### src/lfp_pkg.sv
// Shared constants and types of the lidar frame parser.
package lfp_pkg;

    // Frame geometry.
    localparam int FRAME_BYTES       = 104;
    localparam int POINTS_PER_FRAME  = 32;
    localparam int FIRST_POINT_OFS   = 6;
    localparam int POS_START_LO      = 2;
    localparam int POS_START_HI      = 3;
    localparam int POS_STEP_LO       = 4;
    localparam int POS_STEP_HI       = 5;

    // Header bytes.
    localparam logic [7:0] HDR_FIRST = 8'hFA;
    localparam logic [7:0] HDR_DATA  = 8'h05;
    localparam logic [7:0] HDR_ERROR = 8'hEE;

    // CRC-16-CCITT, MSB first.
    localparam logic [15:0] CRC_POLY = 16'h1021;
    localparam logic [15:0] CRC_INIT = 16'hFFFF;

    // Field widths.
    localparam int BYTE_W  = 8;
    localparam int WORD_W  = 16;
    localparam int INDEX_W = 5;
    localparam int ANGLE_W = 25;

    // Start angle in 0.01 deg to 1/28800 deg: times 288 = 256 + 32.
    localparam int ANGLE_SHIFT_HI = 8;
    localparam int ANGLE_SHIFT_LO = 5;

    // Configuration port.
    localparam int CFG_INDEX_W = 1;
    localparam logic [CFG_INDEX_W-1:0] CFG_DIST_LIMIT    = 1'b0;
    localparam logic [CFG_INDEX_W-1:0] CFG_FALLBACK_STEP = 1'b1;
    localparam logic [WORD_W-1:0] DIST_LIMIT_RST    = 16'hFFFF;
    localparam logic [WORD_W-1:0] FALLBACK_STEP_RST = 16'd4810;

    // Control of the bit-serial CRC unit.
    typedef struct packed {
        logic start;   // load a byte and shift it in bit by bit
        logic fresh;   // begin from the initial value with this byte
        logic clear;   // return to the initial value
    } crc_ctrl_t;

endpackage

### src/lfp_byte_if.sv
// Byte channel: valid, ready and one received serial byte.
interface lfp_byte_if;
    logic                         valid;
    logic                         ready;
    logic [lfp_pkg::BYTE_W-1:0]   rx_byte;

    modport source (output valid, output rx_byte, input ready);
    modport sink (input valid, input rx_byte, output ready);
endinterface

### src/lfp_point_if.sv
// Point channel: valid, ready and the fields of one decoded point.
interface lfp_point_if;
    logic                         valid;
    logic                         ready;
    logic [lfp_pkg::INDEX_W-1:0]  point_index;
    logic [lfp_pkg::WORD_W-1:0]   range_mm;
    logic [lfp_pkg::BYTE_W-1:0]   energy;
    logic [lfp_pkg::ANGLE_W-1:0]  point_angle;
    logic                         point_valid;
    logic                         last_point;

    modport source (output valid, output point_index, output range_mm, output energy,
                    output point_angle, output point_valid, output last_point, input ready);
    modport sink (input valid, input point_index, input range_mm, input energy,
                  input point_angle, input point_valid, input last_point, output ready);
endinterface

### src/lfp_ram.sv
// Generic simple dual-port RAM with registered read.
module lfp_ram #(
    parameter int WIDTH = 8,
    parameter int DEPTH = 104
) (
    input  logic                     clk,
    input  logic                     we,
    input  logic [$clog2(DEPTH)-1:0] waddr,
    input  logic [WIDTH-1:0]         wdata,
    input  logic                     re,
    input  logic [$clog2(DEPTH)-1:0] raddr,
    output logic [WIDTH-1:0]         rdata
);

    logic [WIDTH-1:0] mem [DEPTH];

    // Write port.
    always_ff @(posedge clk)
    begin
        if (we)
        begin
            mem[waddr] <= wdata;
        end
    end

    // Read port, data valid the cycle after the enable.
    always_ff @(posedge clk)
    begin
        if (re)
        begin
            rdata <= mem[raddr];
        end
    end

endmodule

### src/lfp_crc.sv
// Bit-serial CRC-16-CCITT unit: one message bit per cycle.
module lfp_crc (
    input  logic                        clk,
    input  logic                        rst_n,
    input  lfp_pkg::crc_ctrl_t          ctrl,
    input  logic [lfp_pkg::BYTE_W-1:0]  data,
    output logic [lfp_pkg::WORD_W-1:0]  crc,
    output logic                        busy
);

    logic [lfp_pkg::WORD_W-1:0] crc_reg;
    logic [lfp_pkg::BYTE_W-1:0] shift_reg;
    logic [3:0]                 bit_cnt_reg;
    logic                       feedback;

    assign busy     = (bit_cnt_reg != 4'd0);
    assign crc      = crc_reg;
    assign feedback = crc_reg[lfp_pkg::WORD_W-1] ^ shift_reg[lfp_pkg::BYTE_W-1];

    // Load a byte, then shift one bit through the polynomial each cycle.
    always_ff @(posedge clk or negedge rst_n)
    begin
        if (!rst_n)
        begin
            crc_reg     <= lfp_pkg::CRC_INIT;
            shift_reg   <= '0;
            bit_cnt_reg <= 4'd0;
        end
        else if (ctrl.clear)
        begin
            crc_reg     <= lfp_pkg::CRC_INIT;
            bit_cnt_reg <= 4'd0;
        end
        else if (ctrl.start)
        begin
            shift_reg   <= data;
            bit_cnt_reg <= 4'(lfp_pkg::BYTE_W);
            if (ctrl.fresh)
            begin
                crc_reg <= lfp_pkg::CRC_INIT;
            end
        end
        else if (busy)
        begin
            crc_reg     <= {crc_reg[lfp_pkg::WORD_W-2:0], 1'b0}
                           ^ (feedback ? lfp_pkg::CRC_POLY : '0);
            shift_reg   <= {shift_reg[lfp_pkg::BYTE_W-2:0], 1'b0};
            bit_cnt_reg <= bit_cnt_reg - 4'd1;
        end
    end

endmodule

### src/lidar_frame_parser.sv
// Top level of the lidar frame parser: header hunt, frame capture, CRC check, point output.
//
// The block takes received serial bytes on the rx channel and hunts for the header 0xFA
// followed by 0x05 (data) or 0xEE (error). It stores the whole 104-byte frame in a RAM,
// runs CRC-16-CCITT over the first 102 bytes and compares it with the little-endian trailer.
// A good data frame gives 32 beats on the pt channel, one per point, with the distance,
// energy, a valid flag against the distance limit register and the unwrapped angle.
// Error frames and frames with a bad CRC give nothing.
// Configuration goes through cfg_we, cfg_index and cfg_data; the user must write it only
// while the block is idle, and the block itself does not enforce this. A byte that enters
// the CRC holds rx.ready low while the bit-serial CRC unit shifts it in; other bytes do not.
// For each point, states EMIT_A, EMIT_B and EMIT_C read its three bytes from the single read
// port of the frame RAM, and EMIT_D loads them into the output register once it is free.
// rx.ready stays low until the last point of a frame is in the output register.
// Reset clears the parser to the header hunt and loads the register defaults.
// When the receiver stalls, the pending point holds; the next point is read ahead and then
// waits in the sequencer until the output register frees.
module lidar_frame_parser #(
    parameter int FRAME_BYTES = lfp_pkg::FRAME_BYTES
) (
    input  logic                              clk,
    input  logic                              rst_n,
    input  logic                              cfg_we,
    input  logic [lfp_pkg::CFG_INDEX_W-1:0]   cfg_index,
    input  logic [lfp_pkg::WORD_W-1:0]        cfg_data,
    lfp_byte_if.sink                          rx,
    lfp_point_if.source                       pt
);

    localparam int AW = $clog2(FRAME_BYTES);

    typedef enum logic [1:0] {
        PH_HDR1,
        PH_HDR2,
        PH_BODY
    } phase_t;

    typedef enum logic [2:0] {
        ST_IDLE,
        ST_EMIT_A,
        ST_EMIT_B,
        ST_EMIT_C,
        ST_EMIT_D
    } state_t;

    state_t                          state_reg;
    phase_t                          phase_reg;
    logic [AW-1:0]                   count_reg;
    logic                            error_frame_reg;
    logic [AW-1:0]                   rd_ptr_reg;
    logic [lfp_pkg::INDEX_W-1:0]     pidx_reg;
    logic                            out_valid_reg;
    logic [lfp_pkg::WORD_W-1:0]      dist_limit_reg;
    logic [lfp_pkg::WORD_W-1:0]      fallback_step_reg;

    logic [lfp_pkg::WORD_W-1:0]      start_reg;
    logic [lfp_pkg::WORD_W-1:0]      step_reg;
    logic [lfp_pkg::BYTE_W-1:0]      trailer_lo_reg;
    logic [lfp_pkg::BYTE_W-1:0]      dist_lo_reg;
    logic [lfp_pkg::BYTE_W-1:0]      dist_hi_reg;
    logic [lfp_pkg::ANGLE_W-1:0]     angle_reg;
    logic [lfp_pkg::INDEX_W-1:0]     out_index_reg;
    logic [lfp_pkg::WORD_W-1:0]      out_dist_reg;
    logic [lfp_pkg::BYTE_W-1:0]      out_energy_reg;
    logic [lfp_pkg::ANGLE_W-1:0]     out_angle_reg;
    logic                            out_pvalid_reg;
    logic                            out_last_reg;

    logic                            rx_fire;
    logic                            pt_fire;
    logic                            out_free;
    logic                            crc_busy;
    logic [lfp_pkg::WORD_W-1:0]      crc_value;
    lfp_pkg::crc_ctrl_t              crc_ctrl;
    logic [lfp_pkg::BYTE_W-1:0]      b;
    logic                            is_first;
    logic                            is_hdr2;
    logic                            last_byte;
    logic                            crc_ok;
    logic                            frame_good;
    logic                            ram_we;
    logic [AW-1:0]                   ram_waddr;
    logic                            ram_re;
    logic [lfp_pkg::BYTE_W-1:0]      ram_rdata;
    logic [lfp_pkg::WORD_W-1:0]      step_eff;
    logic [lfp_pkg::WORD_W-1:0]      cur_dist;
    logic                            load_point;
    logic                            pidx_last;

    // Handshake and byte classification.
    assign rx.ready   = (state_reg == ST_IDLE) && !crc_busy;
    assign rx_fire    = rx.valid && rx.ready;
    assign pt_fire    = out_valid_reg && pt.ready;
    assign out_free   = !out_valid_reg || pt.ready;
    assign b          = rx.rx_byte;
    assign is_first   = (b == lfp_pkg::HDR_FIRST);
    assign is_hdr2    = (b == lfp_pkg::HDR_DATA) || (b == lfp_pkg::HDR_ERROR);
    assign last_byte  = (phase_reg == PH_BODY) && (count_reg == AW'(FRAME_BYTES - 1));
    assign crc_ok     = ({b, trailer_lo_reg} == crc_value);
    assign frame_good = rx_fire && last_byte && crc_ok && !error_frame_reg;

    // Point assembly.
    assign step_eff   = (step_reg == '0) ? fallback_step_reg : step_reg;
    assign cur_dist   = {dist_hi_reg, dist_lo_reg};
    assign load_point = (state_reg == ST_EMIT_D) && out_free;
    assign pidx_last  = (pidx_reg == lfp_pkg::INDEX_W'(lfp_pkg::POINTS_PER_FRAME - 1));

    // Frame RAM write and CRC requests for an accepted byte.
    always_comb
    begin
        ram_we         = 1'b0;
        ram_waddr      = count_reg;
        crc_ctrl.start = 1'b0;
        crc_ctrl.fresh = 1'b0;
        crc_ctrl.clear = rx_fire && last_byte;
        unique case (phase_reg)
            PH_HDR2:
            begin
                ram_we         = rx_fire && is_hdr2;
                ram_waddr      = AW'(1);
                crc_ctrl.start = rx_fire && is_hdr2;
            end
            PH_BODY:
            begin
                ram_we         = rx_fire;
                crc_ctrl.start = rx_fire && (count_reg < AW'(FRAME_BYTES - 2));
            end
            default:
            begin
                ram_we         = rx_fire && is_first;
                ram_waddr      = '0;
                crc_ctrl.start = rx_fire && is_first;
                crc_ctrl.fresh = 1'b1;
            end
        endcase
    end

    assign ram_re = (state_reg == ST_EMIT_A) || (state_reg == ST_EMIT_B)
                    || (state_reg == ST_EMIT_C);

    lfp_ram #(
        .WIDTH (lfp_pkg::BYTE_W),
        .DEPTH (FRAME_BYTES)
    ) u_frame_ram (
        .clk   (clk),
        .we    (ram_we),
        .waddr (ram_waddr),
        .wdata (b),
        .re    (ram_re),
        .raddr (rd_ptr_reg),
        .rdata (ram_rdata)
    );

    lfp_crc u_crc (
        .clk   (clk),
        .rst_n (rst_n),
        .ctrl  (crc_ctrl),
        .data  (b),
        .crc   (crc_value),
        .busy  (crc_busy)
    );

    // Configuration registers.
    always_ff @(posedge clk or negedge rst_n)
    begin
        if (!rst_n)
        begin
            dist_limit_reg    <= lfp_pkg::DIST_LIMIT_RST;
            fallback_step_reg <= lfp_pkg::FALLBACK_STEP_RST;
        end
        else if (cfg_we)
        begin
            unique case (cfg_index)
                lfp_pkg::CFG_DIST_LIMIT:    dist_limit_reg    <= cfg_data;
                lfp_pkg::CFG_FALLBACK_STEP: fallback_step_reg <= cfg_data;
                default: ;
            endcase
        end
    end

    // Parser phase, emission sequencer and output valid.
    always_ff @(posedge clk or negedge rst_n)
    begin
        if (!rst_n)
        begin
            state_reg       <= ST_IDLE;
            phase_reg       <= PH_HDR1;
            count_reg       <= '0;
            error_frame_reg <= 1'b0;
            rd_ptr_reg      <= '0;
            pidx_reg        <= '0;
            out_valid_reg   <= 1'b0;
        end
        else
        begin
            if (pt_fire && !load_point)
            begin
                out_valid_reg <= 1'b0;
            end
            unique case (state_reg)
                ST_IDLE:
                begin
                    if (rx_fire)
                    begin
                        unique case (phase_reg)
                            PH_HDR2:
                            begin
                                if (is_hdr2)
                                begin
                                    count_reg       <= AW'(2);
                                    error_frame_reg <= (b == lfp_pkg::HDR_ERROR);
                                    phase_reg       <= PH_BODY;
                                end
                                else
                                begin
                                    phase_reg <= PH_HDR1;
                                end
                            end
                            PH_BODY:
                            begin
                                if (last_byte)
                                begin
                                    count_reg <= '0;
                                    phase_reg <= PH_HDR1;
                                    if (frame_good)
                                    begin
                                        state_reg  <= ST_EMIT_A;
                                        rd_ptr_reg <= AW'(lfp_pkg::FIRST_POINT_OFS);
                                        pidx_reg   <= '0;
                                    end
                                end
                                else
                                begin
                                    count_reg <= count_reg + AW'(1);
                                end
                            end
                            default:
                            begin
                                if (is_first)
                                begin
                                    count_reg <= AW'(1);
                                    phase_reg <= PH_HDR2;
                                end
                                else
                                begin
                                    phase_reg <= PH_HDR1;
                                end
                            end
                        endcase
                    end
                end
                ST_EMIT_A:
                begin
                    rd_ptr_reg <= rd_ptr_reg + AW'(1);
                    state_reg  <= ST_EMIT_B;
                end
                ST_EMIT_B:
                begin
                    rd_ptr_reg <= rd_ptr_reg + AW'(1);
                    state_reg  <= ST_EMIT_C;
                end
                ST_EMIT_C:
                begin
                    rd_ptr_reg <= rd_ptr_reg + AW'(1);
                    state_reg  <= ST_EMIT_D;
                end
                ST_EMIT_D:
                begin
                    if (out_free)
                    begin
                        out_valid_reg <= 1'b1;
                        pidx_reg      <= pidx_reg + lfp_pkg::INDEX_W'(1);
                        state_reg     <= pidx_last ? ST_IDLE : ST_EMIT_A;
                    end
                end
                default:
                begin
                    state_reg <= ST_IDLE;
                end
            endcase
        end
    end

    // Header, trailer and point data capture.
    always_ff @(posedge clk)
    begin
        if (rx_fire && (phase_reg == PH_BODY))
        begin
            case (count_reg)
                AW'(lfp_pkg::POS_START_LO): start_reg[7:0]  <= b;
                AW'(lfp_pkg::POS_START_HI): start_reg[15:8] <= b;
                AW'(lfp_pkg::POS_STEP_LO):  step_reg[7:0]   <= b;
                AW'(lfp_pkg::POS_STEP_HI):  step_reg[15:8]  <= b;
                AW'(FRAME_BYTES - 2):       trailer_lo_reg  <= b;
                default: ;
            endcase
        end
        if (frame_good)
        begin
            angle_reg <= ({9'b0, start_reg} << lfp_pkg::ANGLE_SHIFT_HI)
                         + ({9'b0, start_reg} << lfp_pkg::ANGLE_SHIFT_LO);
        end
        if (state_reg == ST_EMIT_B)
        begin
            dist_lo_reg <= ram_rdata;
        end
        if (state_reg == ST_EMIT_C)
        begin
            dist_hi_reg <= ram_rdata;
        end
        if (load_point)
        begin
            out_index_reg  <= pidx_reg;
            out_dist_reg   <= cur_dist;
            out_energy_reg <= ram_rdata;
            out_angle_reg  <= angle_reg;
            out_pvalid_reg <= (cur_dist < dist_limit_reg);
            out_last_reg   <= pidx_last;
            angle_reg      <= angle_reg + {9'b0, step_eff};
        end
    end

    // Output channel.
    assign pt.valid       = out_valid_reg;
    assign pt.point_index = out_index_reg;
    assign pt.range_mm    = out_dist_reg;
    assign pt.energy      = out_energy_reg;
    assign pt.point_angle = out_angle_reg;
    assign pt.point_valid = out_pvalid_reg;
    assign pt.last_point  = out_last_reg;

endmodule

### src/flat_wrapper.sv
// flat-port wrapper written by rule: the top's interface ports become plain ports
module lidar_frame_parser_flat 
#(
    parameter int FRAME_BYTES = lfp_pkg::FRAME_BYTES
)
  (clk, rst_n, cfg_we, cfg_index, cfg_data, rx_valid, rx_rx_byte, rx_ready, pt_valid, pt_point_index, pt_range_mm, pt_energy, pt_point_angle, pt_point_valid, pt_last_point, pt_ready);
  lfp_byte_if rx_i ();
  lfp_point_if pt_i ();
  input  logic clk;
  input  logic rst_n;
  input  logic cfg_we;
  input  logic [lfp_pkg::CFG_INDEX_W-1:0] cfg_index;
  input  logic [lfp_pkg::WORD_W-1:0] cfg_data;
  input wire logic [$bits(rx_i.valid)-1:0] rx_valid;
  input wire logic [$bits(rx_i.rx_byte)-1:0] rx_rx_byte;
  output wire logic [$bits(rx_i.ready)-1:0] rx_ready;
  output wire logic [$bits(pt_i.valid)-1:0] pt_valid;
  output wire logic [$bits(pt_i.point_index)-1:0] pt_point_index;
  output wire logic [$bits(pt_i.range_mm)-1:0] pt_range_mm;
  output wire logic [$bits(pt_i.energy)-1:0] pt_energy;
  output wire logic [$bits(pt_i.point_angle)-1:0] pt_point_angle;
  output wire logic [$bits(pt_i.point_valid)-1:0] pt_point_valid;
  output wire logic [$bits(pt_i.last_point)-1:0] pt_last_point;
  input wire logic [$bits(pt_i.ready)-1:0] pt_ready;
  assign rx_i.valid = rx_valid;
  assign rx_i.rx_byte = rx_rx_byte;
  assign rx_ready = rx_i.ready;
  assign pt_valid = pt_i.valid;
  assign pt_point_index = pt_i.point_index;
  assign pt_range_mm = pt_i.range_mm;
  assign pt_energy = pt_i.energy;
  assign pt_point_angle = pt_i.point_angle;
  assign pt_point_valid = pt_i.point_valid;
  assign pt_last_point = pt_i.last_point;
  assign pt_i.ready = pt_ready;
  lidar_frame_parser #(.FRAME_BYTES(FRAME_BYTES)) u_core (.clk(clk), .rst_n(rst_n), .cfg_we(cfg_we), .cfg_index(cfg_index), .cfg_data(cfg_data), .rx(rx_i), .pt(pt_i));
endmodule
### config.mk
export PLATFORM = sky130hd
export DESIGN_NAME = lidar_frame_parser_flat
export DESIGN_NICKNAME = d
export VERILOG_FILES = /design/src/lfp_pkg.sv /design/src/lfp_byte_if.sv /design/src/lfp_point_if.sv /design/src/lfp_ram.sv /design/src/lfp_crc.sv /design/src/lidar_frame_parser.sv /design/src/flat_wrapper.sv
export SDC_FILE = /design/constraint.sdc
export NUM_CORES = 1
export LEC_CHECK = 0
export ABC_CLOCK_PERIOD_IN_PS = 6100
export BUFFER_PORTS_ARGS = -buffer_cell sky130_fd_sc_hd__clkbuf_2
export CORE_ASPECT_RATIO = 0.9
export CORE_MARGIN = 8
export CORE_UTILIZATION = 30
export DETAILED_ROUTE_END_ITERATION = 12
export PLACE_DENSITY_LB_ADDON = 0.15
export SYNTH_ARGS = -nofsm -noshare
export SYNTH_HDL_FRONTEND = slang
export SYNTH_SLANG_ARGS = --single-unit
### constraint.sdc
create_clock -name clk -period 6.1 [get_ports clk]
set_input_delay 0.915 -clock clk [delete_from_list [all_inputs] [get_ports clk]]
set_output_delay 0.915 -clock clk [all_outputs]
set_load 0.1 [all_outputs]
==> results_dict.tcl <==
set metrics [dict create \
    port_buffers 87 \
    core-area_sq_um 141900 \
    place_ws_ps 1977 \
    cts_max_level 3 \
    ys.flop_type "edfxtp_1" \
    die_y_um 374.9 \
    rsz0062_at_grt "no" \
    crit_arrival_ps 4460 \
    drive_gt1_share_pct 23.96 \
    slowest_delay_ps 710 \
    internal_power_uw 14570 \
    insertedDiodeCount 0 \
    async_flop_share_pct 8.090 \
    crit_path_end_kind "register" \
    cp_num_buf_inv 2 \
    rrSetupSlack_ps 1960 \
    r2r_end "u_core.u_frame_ram.mem[63][7]$_DFFE_PP_" \
    netlist_instances 2344 \
    synthDominantCellAreaShare_pct 68.33 \
    finalWorstSetupSlack_ps 1965 \
    detail-route-antenna-nets 0 \
    via_count 22260 \
    hold_viol_final 0 \
    slew_headroom_pct 18.45 \
    first_pass_iters 7 \
    cts_root_buf "clkbuf_16" \
    start_util_pct 30.25 \
    cp.required_ps 6430 \
    r2r_start "u_core.u_crc.bit_cnt_reg[0]$_DFFE_PN0P_" \
    hpwl_mm 74.36 \
    vias_per_cell 5.002 \
    clk_pin_slew_ps 60 \
    critPathTopFamily "simple AND/OR/NAND/NOR gates" \
    status "completed" \
    pwr-share-clk_pct 32.3 \
    die_x_um 414.8 \
    clkLatencyLatePin_ps 720 \
    antenna_found_initial 8 \
    fin_setup_tns_ps 0 \
    comb_power_share_pct 25.6 \
    rows 131 \
    initialDrtViolationCount 1925 \
    worst_path_max_delay_cell "nor2_1" \
    hold_path_class "input pin to asynchronous set/reset pin" \
    post-route-drc-count 0 \
    synth_seq_area_share_pct 73.45 \
    cts_tree "done" \
    yosysMostFrequentCell "edfxtp_1" \
    synth.top_cells.by_count "edfxtp_1 (977), mux4_2 (224), nor2_1 (192), nand2_1 (133), o21ai_0 (66)" \
    yosys-top-cells-area "edfxtp_1 (68%), mux4_2 (12%), dfrtp_1 (2.8%)" \
    fin_worst_skew_ps 24.56 \
    grt_max_degree 66 \
    area_growth_pct 14.98 \
    ys_seq_elements 1063 \
    irDropWorstVdd_v 0.0002168 \
    wl_per_cell_um 26.29 \
    postCtsSetupRepairBufs 0 \
    crit_type "register to register" \
    tightestPinTransition_ps 1221 \
    grt_pass1_vias 23100 \
    r2r_cells 9 \
    io_pins 88 \
    grt_usage_pct 14.69 \
    power.switching_uw 6550 \
    grt_pass1_wl_mm 168.7 \
    maxSlewViolCount 0 \
    setup_viol 0 \
    gp_congestion 0.7999 \
    p_leak_uw 0.01602 \
    fillers 13380 \
    largest_register_ffs 832 \
    synth_nets 2433 \
    path_max_fanout 9 \
    grt_overflow 0 \
    synth_edf_count 977 \
    hold_buffers 0 \
    synth_cell_type_count 71 \
    post-route-min-period_ps 4135 \
    startpoint_type "register" \
    clkSinkCount 1063 \
    nets 2581 \
    cts_resized 0 \
    syn_area_sq_um 42930 \
    cp_cell_sequence "inv_1, ha_1, or3b_4, nor4_4, nand2_1, nor2_1, nand4_1, buf_4, nor2_1" \
    die_area_sq_um 155500 \
    cap_violations 0 \
    synth_area_leader_cell "edfxtp_1" \
    sw_frac_of_total_pct 31.01 \
    timing.final.crit_share_pct 67.79 \
    routed_wl_mm 117.0 \
    p_per_area_nw_per_um2 427.9 \
    yosysWarnings 0 \
    numCtsBuffers 111 \
    path_common_cell "nor2_1" \
    fmaxAchievable_mhz 241.8 \
    clk_path_buf_depth 3 \
    synth.avg_cell_area_sq_um 18.32 \
    power_frac_seq_pct 42.1 \
]
power groups by stage:
stage | logic [uW] | registers, uW | clock network [uW]
floorplan | 3470 | 9050 | 0
global placement | 5460 | 9070 | 0
detailed placement | 5480 | 9070 | 0
CTS | 5500 | 8920 | 6980
global route | 5770 | 8950 | 7250
finish | 5400 | 8900 | 6820
layout make-up:
class | count | area [sq um] | area share [%]
clock buffers | 143 | 3012 | 6.101
inverters | 34 | 128.9 | 0.2611
flip-flops and latches | 1063 | 31550 | 63.91
well taps | 1862 | 2330 | 4.719
clock inverters | 66 | 626.9 | 1.270
multi-input cells | 1139 | 10790 | 21.86
repair buffers | 143 | 928.4 | 1.881
worst max path at each step:
stage,start,end,slack (ps),cells after the start
floorplan,u_core.u_crc.bit_cnt_reg[0]$_DFFE_PN0P_,u_core.u_frame_ram.mem[39][0]$_DFFE_PP_,2340,9
global placement,u_core.step_reg[14]$_DFFE_PP_,u_core.angle_reg[20]$_DFFE_PP_,1930,14
detailed placement,rx_rx_byte[3],u_core.u_frame_ram.mem[72][4]$_DFFE_PP_,1980,7
CTS,u_core.u_crc.bit_cnt_reg[0]$_DFFE_PN0P_,u_core.u_frame_ram.mem[63][6]$_DFFE_PP_,1980,9
global route,u_core.step_reg[14]$_DFFE_PP_,u_core.angle_reg[22]$_DFFE_PP_,1630,14
finish,u_core.u_crc.bit_cnt_reg[0]$_DFFE_PN0P_,u_core.u_frame_ram.mem[63][7]$_DFFE_PP_,1960,9
worst reg2reg max path, stage by stage (launching register included):
cell     delay [ps]
dfrtp_1         400
inv_1            90
ha_1            190
or3b_4          460
nor4_4          270
nand2_1         220
nor2_1          340
nand4_1         590
buf_4           480
nor2_1          720
routing by layer:
layer	GRT usage [%]	part of all wire [%]	up-vias	routed length, um
li1	-	-	9676	-
met1	21.01	46	11730	54220
met2	22.84	45	677	53180
met3	3.009	5.6	176	6586
met4	3.939	2.6	4	2993
met5	0	0.023	-	27
cells by family after synthesis:
family	share of synthesized area, %
flops	73.45
fa+ha+maj	1.754
xor+xnor	1.142
compound gates	4.193
simple gates	5.141
buf+inv	1.530
mux	12.78
metrics by stage:
stage	hold slack [ps]	utilization (%)	cells	power, uW	cell area, sq um
final	166.6	34.78	4450	21120	49360
after detailed placement	428.3	32.21	4241	14550	45730
after floorplan	416.8	-	2344	12520	42930
after global routing	156.4	34.78	4450	21970	49360
after CTS	115.8	34.78	4450	21400	49360
after global placement	438.1	32.21	4241	14530	45730
cell usage in the layout, fill, tap and decap left out, types with 20 or more instances in the layout:
cell type	count
a211oi_1	22
a21o_1	31
a21oi_1	51
and2_1	20
buf_4	61
clkbuf_1	24
clkbuf_16	114
clkbuf_2	78
clkinv_2	28
dfrtp_1	44
dfstp_2	38
edfxtp_1	977
ha_1	57
inv_1	32
mux2i_1	23
mux4_2	224
nand2_1	132
nand3_1	20
nor2_1	192
nor3_1	25
o21ai_0	65
o22a_1	20
o22ai_1	30
xnor2_1	41
Note: power is estimated with default switching activity, not from simulation.
